### config.mk
export PLATFORM = sky130hd
export DESIGN_NAME = rpa_cordic_cell
export DESIGN_NICKNAME = d
export VERILOG_FILES = /design/src/hdl/rotate_point_about_axis_unit_macros.svh /design/src/hdl/rpa_pkg.sv /design/src/hdl/rpa_cordic_cell.sv
export SDC_FILE = /design/constraint.sdc
export NUM_CORES = 1
export LEC_CHECK = 0
export ABC_AREA = 0
export BUFFER_PORTS_ARGS = -buffer_cell sky130_fd_sc_hd__buf_2
export CAP_MARGIN = 0
export CORE_AREA = 2 2 280 282
export DETAILED_ROUTE_END_ITERATION = 12
export DIE_AREA = 0 0 282 284
export PLACE_DENSITY = 0.45
export RECOVER_POWER = 50
export REMOVE_ABC_BUFFERS = 1
export SYNTH_ARGS = -nofsm -noshare
export SYNTH_HDL_FRONTEND = slang
export SYNTH_SLANG_ARGS = --single-unit
### constraint.sdc
create_clock -name clk -period 22.9 [get_ports clk]
set_input_delay 4.58 -clock clk [delete_from_list [all_inputs] [get_ports clk]]
set_output_delay 4.58 -clock clk [all_outputs]
set_load 0.05 [all_outputs]
### src/hdl/rotate_point_about_axis_unit_macros.svh
// ----------------------------------------------------------------------------
// Assertion macros for the rotation unit
// Shared property forms for the concurrent checks of the design.
// ----------------------------------------------------------------------------
`ifndef ROTATE_POINT_ABOUT_AXIS_UNIT_MACROS_SVH
`define ROTATE_POINT_ABOUT_AXIS_UNIT_MACROS_SVH

// The consequent must hold in the same cycle as the antecedent.
`define RPA_ASSERT_IMPLY(label, clk, rst, ante, cons, msg) \
  label: assert property (@(posedge clk) disable iff (rst) (ante) |-> (cons)) \
    else $error(msg);

// The consequent must hold in the cycle after the antecedent.
`define RPA_ASSERT_NEXT(label, clk, rst, ante, cons, msg) \
  label: assert property (@(posedge clk) disable iff (rst) (ante) |=> (cons)) \
    else $error(msg);

`endif

### src/hdl/rpa_pkg.sv
// ----------------------------------------------------------------------------
// Rotation unit package
// Types, constants and the arctangent table shared by the rotation unit.
// ----------------------------------------------------------------------------
package rpa_pkg;

  localparam int CW = 36;
  localparam int ATAN_LEN = 30;

  typedef logic signed [CW-1:0] cval_t;

  localparam cval_t PI_Q30      = 36'sd3373259426;
  localparam cval_t HALF_PI_Q30 = 36'sd1686629713;
  localparam cval_t TWO_PI_Q30  = 36'sd6746518852;
  localparam cval_t GAIN_Q30    = 36'sd652032874;

  typedef struct packed {
    logic signed [32:0] px;
    logic signed [32:0] py;
    logic signed [32:0] pz;
    logic signed [17:0] kx;
    logic signed [17:0] ky;
    logic signed [17:0] kz;
    logic signed [31:0] vx;
    logic signed [31:0] vy;
    logic signed [31:0] vz;
  } rpa_geom_t;

  typedef struct packed {
    cval_t x;
    cval_t y;
    cval_t z;
    logic  flip;
  } rpa_rot_t;

  typedef struct packed {
    logic      valid;
    rpa_rot_t  rot;
    rpa_geom_t geom;
  } rpa_cell_t;

  function automatic cval_t atan_q30(input int unsigned i);
    cval_t v;
    case (i)
      0:  v = 36'sd843314857;
      1:  v = 36'sd497837829;
      2:  v = 36'sd263043837;
      3:  v = 36'sd133525159;
      4:  v = 36'sd67021687;
      5:  v = 36'sd33543516;
      6:  v = 36'sd16775851;
      7:  v = 36'sd8388437;
      8:  v = 36'sd4194283;
      9:  v = 36'sd2097149;
      10: v = 36'sd1048576;
      11: v = 36'sd524288;
      12: v = 36'sd262144;
      13: v = 36'sd131072;
      14: v = 36'sd65536;
      15: v = 36'sd32768;
      16: v = 36'sd16384;
      17: v = 36'sd8192;
      18: v = 36'sd4096;
      19: v = 36'sd2048;
      20: v = 36'sd1024;
      21: v = 36'sd512;
      22: v = 36'sd256;
      23: v = 36'sd128;
      24: v = 36'sd64;
      25: v = 36'sd32;
      26: v = 36'sd16;
      27: v = 36'sd8;
      28: v = 36'sd4;
      29: v = 36'sd2;
      default: v = '0;
    endcase
    return v;
  endfunction

endpackage

### src/hdl/rpa_cordic_cell.sv
// ----------------------------------------------------------------------------
// CORDIC cell
// One micro-rotation of the sine and cosine chain, passing the geometry along.
// ----------------------------------------------------------------------------
module rpa_cordic_cell
  import rpa_pkg::*;
#(
  parameter int STEP = 0
) (
  input  logic      clk,
  input  logic      rst,
  input  logic      adv,
  input  rpa_cell_t cell_in,
  output rpa_cell_t cell_out
);

  cval_t     xs;
  cval_t     ys;
  rpa_cell_t nxt;

  always_comb begin
    xs  = cell_in.rot.x >>> STEP;
    ys  = cell_in.rot.y >>> STEP;
    nxt = cell_in;
    if (!cell_in.rot.z[CW-1]) begin
      nxt.rot.x = cell_in.rot.x - ys;
      nxt.rot.y = cell_in.rot.y + xs;
      nxt.rot.z = cell_in.rot.z - atan_q30(STEP);
    end else begin
      nxt.rot.x = cell_in.rot.x + ys;
      nxt.rot.y = cell_in.rot.y - xs;
      nxt.rot.z = cell_in.rot.z + atan_q30(STEP);
    end
  end

  always_ff @(posedge clk) begin
    if (rst) begin
      cell_out.valid <= 1'b0;
    end else if (adv) begin
      cell_out <= nxt;
    end
  end

endmodule

==> out/results.tsv <==
stage	metric	value	unit
status	result of the run	complete, but fails checks	
status	violations in the final reports	max-capacitance violations, max-slew violations	
synthesis	top post-synthesis cells by count	edfxtp_1, a21oi_1, ha_1	
sta	slew of the pin with the lowest slew margin	8.76	ns
placed_design	Final Wtd Congestion	0.944	
synthesis	dominant cells by area after synthesis	edfxtp_1, ha_1, a21oi_1	
clock_network	Post CTS Setup Buffer Count	0	
sta	number of hold violations in the final report	0	
clock_network	clock latency reported for the late side of the worst-skew pair	0.57	ns
setup_path	capturing element type of the critical path	flip-flop	
placed_design	pre-CTS worst setup slack	14.60	ns
sta	share of the clock period used by the worst path	54.2	%
floorplanning	number of standard-cell rows in the floorplan	102	
global_routing	pin count of the biggest net entering global routing	158	
hold_path	hold path startpoint	cell_out[358]	
clock_network	count of hold buffers inserted by post-cts repair	0	
layout	largest register by flop count	cell_out	
sta	Slew Viols, Final	308	
floorplanning	area of the die	0.0801	sq mm
synthesis	combinational family with the most area after synthesis	compound AO/OA/AOI/OAI gates	
floorplanning	area of the placeable core	0.0770	sq mm
floorplanning	initial core utilization	24.7	%
clock_network	clock root buffer master	clkbuf_16	
synthesis	multiplexer share of the synthesized area	0.744	%
route	sum of routed wire length over all layers	90300	um
sta	total negative setup slack	0	ns
synthesis	post-synthesis cell area	0.0190	sq mm
layout	layout net count	2834	
global_routing	number of global-route vias before repair	16366	
power_and_ir_drop	Pwr per Cell Area	83.9	mW/mm^2
sta	endpoints failing setup	0	
synthesis	Synth Area per Inst	11.8	sq um
hold_path	endpoint of the worst hold path	cell_out[358]	
floorplanning	Die Y-Extent	284	um
sta	worst relative slew slack	-484	%
layout	Syn-to-layout area delta	31.5	%
clock_network	clock sinks	358	
layout	footprint of the multi-input gates	0.00756	sq mm
global_routing	GRT Residual Overflow	0	
setup_path	flop2flop setup slack	22.33	ns
hold_path	worst hold path cell count	2	
layout	fraction of final layout cells with drive strength greater than 1	26.2	%
setup_path	cells along the critical path	clkbuf_1 -> nor2b_1 -> clkbuf_1	
setup_path	startpoint types	primary input	
route	detailed-route vias per instance	4.79	
setup_path	number of buffer and inverter instances along the worst setup path	2	
route	Pre-antenna DRT Iters	6	
synthesis	asr flop ratio synth	0	%
synthesis	synthesized-area fraction occupied by ao, oa, aoi and oai cells	16.0	%
synthesis	number of synthesized flops with an enable pin	357	
setup_path	kind of cell adding the most delay to the critical path	buffers and inverters	
power_and_ir_drop	maximum resistive drop on vdd	43.0	uV
clock_network	Bufs on Longest Clock Path	3	
clock_network	count of cells resized by post-cts repair	0	
route	vias post-DR	16361	
hold_path	classification of the worst-slack hold path	flip-flop to flip-flop	
setup_path	CP Data Required Time	22.82	ns
setup_path	library cell appearing most often on the critical path	clkbuf_1	
placed_design	Detail Placement HPWL	73000	um
synthesis	most frequently used cell type in the post-synthesis netlist	edfxtp_1	
job	maximum capacitance violations	5	
synthesis	synthesized netlist cell count	1607	
route	Wirelength per Cell	26.4	um
sta	achievable frequency	80.6	MHz
floorplanning	Horiz. Die Dim	282	um
global_routing	GRT Overall Usage	21.6	%
synthesis	flops & latches, synth	358	
synthesis	count of different cell masters after synthesis	90	
route	violation count after the first detailed-routing iteration	1390	
setup_path	biggest cell delay along the critical path	6.04	ns
synthesis	share of synthesized cell area in and, or, nand and nor gates	8.92	%
route	DRC errors left	0	
setup_path	worst flop-to-flop path endpoint	cell_out[358]	
synthesis	area fraction of the dominant cell type after synthesis	56.4	%
clock_network	total clock buffers created by CTS	46	
clock_network	clock tree from TritonCTS	done	
sta	final period demand of the worst path	12.40	ns
setup_path	reg-to-reg critical path startpoint	cell_out[358]	
setup_path	Crit-path slowest cell	clkbuf_1	
power_and_ir_drop	total leakage power	10.1	nW
synthesis	post-synthesis sequential area ratio	56.5	%
placed_design	number of I/O port buffers	720	
layout	Filler cells	8083	
clock_network	H-tree depth reported by CTS	2	
layout	registers with the highest flip-flop counts	cell_out (358)	
setup_path	path length in cells of the critical path	3	
global_routing	number of antenna violations at the first check in global routing	32	
sta	unrepaired setup endpoints after global routing	no	
sta	Clock Skew	0	ns
layout	Largest register FFs	358	
setup_path	R2R depth	2	
synthesis	xor-xnor portion of the synthesized cell area	4.52	%
setup_path	critical path class	primary input to flip-flop	
synthesis	dominant synthesized flop cell	edfxtp_1	
synthesis	Synth warnings	0	
floorplanning	Ports	721	
setup_path	Crit path arrival time	12.32	ns
synthesis	Yosys top cell by area	edfxtp_1	
global_routing	first-pass GRT wire length	123000	um
sta	post-layout worst setup margin	10.50	ns
synthesis	adder and majority gate portion of the synthesized area	9.57	%
route	residual antenna-violating net count after detailed routing	0	
layout	flip-flop and latch area	0.0107	sq mm
clock_network	clock transition time at the flip-flop clock pins of the worst setup and hold paths	0.06	ns
setup_path	Max FO, Critical Path	157	
## final cells by class
cell class / count / area share (%)
diodes: 15 / 0.150
clock buffers: 52 / 4.70
clock inverters: 31 / 1.30
inverters: 122 / 1.84
multi-input cells: 1073 / 30.2
flip-flops and latches: 358 / 43.0
well taps: 1040 / 5.21
repair buffers: 728 / 13.6
## per-layer routing
layer / track usage (%) / wire length [um] / part of all wire (%) / up-vias
met5: 0 / 156 / 0.17 / -
met4: 8.40 / 3500 / 3.9 / 26
met3: 5.99 / 8330 / 9.2 / 156
met2: 35.6 / 42700 / 47 / 761
met1: 26.5 / 35600 / 39 / 7994
li1: - / - / - / 7424
## cell usage in the layout, fill, tap and decap left out, types with 9 or more instances in the layout
cell / n
nand3_1: 23
inv_1: 114
nor2_1: 123
a21oi_1: 149
or3_1: 10
xor2_1: 23
xnor2_1: 75
buf_2: 513
nand2_1: 71
clkbuf_16: 46
diode_2: 15
a31oi_1: 15
a21o_1: 42
nand2b_1: 14
ha_1: 139
o21bai_1: 31
a211oi_1: 24
o21a_1: 11
nand4_1: 12
o211ai_1: 16
nor2b_1: 19
mux2i_1: 13
nor4_1: 9
edfxtp_1: 357
nor3_1: 35
o21ai_0: 81
o31ai_1: 11
clkbuf_1: 216
## cell families after synthesis
logic type               Yosys count
AO/OA/AOI/OAI                    467
XOR/XNOR                          98
adder cells (fa/ha/maj)          143
buffers and inverters            176
flip-flops                       358
multiplexers                      14
AND/OR/NAND/NOR                  351
## per-stage QoR
step	util, %	instances	hold slack [ns]	cell area, sq um	power [W]
after global routing	32.5	3414	0.530	25000	0.00218
after global placement	30.9	3321	0.474	23700	0.00139
after CTS	32.8	3404	0.489	25200	0.00213
after floorplan	-	1553	0.733	18800	0.00120
final	32.5	3419	0.489	25000	0.00210
after detailed placement	30.9	3321	0.475	23700	0.00138
## where the power goes
part	total, W	internal (W)	switching (W)	leakage [nW]
Clock	0.000726	0.000419	0.000308	0.721
Combinational	0.000552	0.000139	0.000413	6.04
Sequential	0.000818	0.000795	0.0000230	3.36
Total	0.00210	0.00135	0.000743	10.1
## how the worst max path moves through the flow
stage	from	endpoint	slack, ns
floorplan	rst	cell_out[0]	1.42
global placement	cell_in[285]	cell_out[284]	14.67
detailed placement	cell_in[285]	cell_out[283]	14.60
CTS	cell_in[285]	cell_out[283]	15.22
global route	adv	cell_out[334]	9.84
finish	adv	cell_out[298]	10.50
## worst min-delay path, cell delays in order, from the launching register on
cell and delay, ns:
dfxtp_1 0.32, mux2i_1 0.06, nor2_1 0.07
Power figures use the tool's default switching activity.
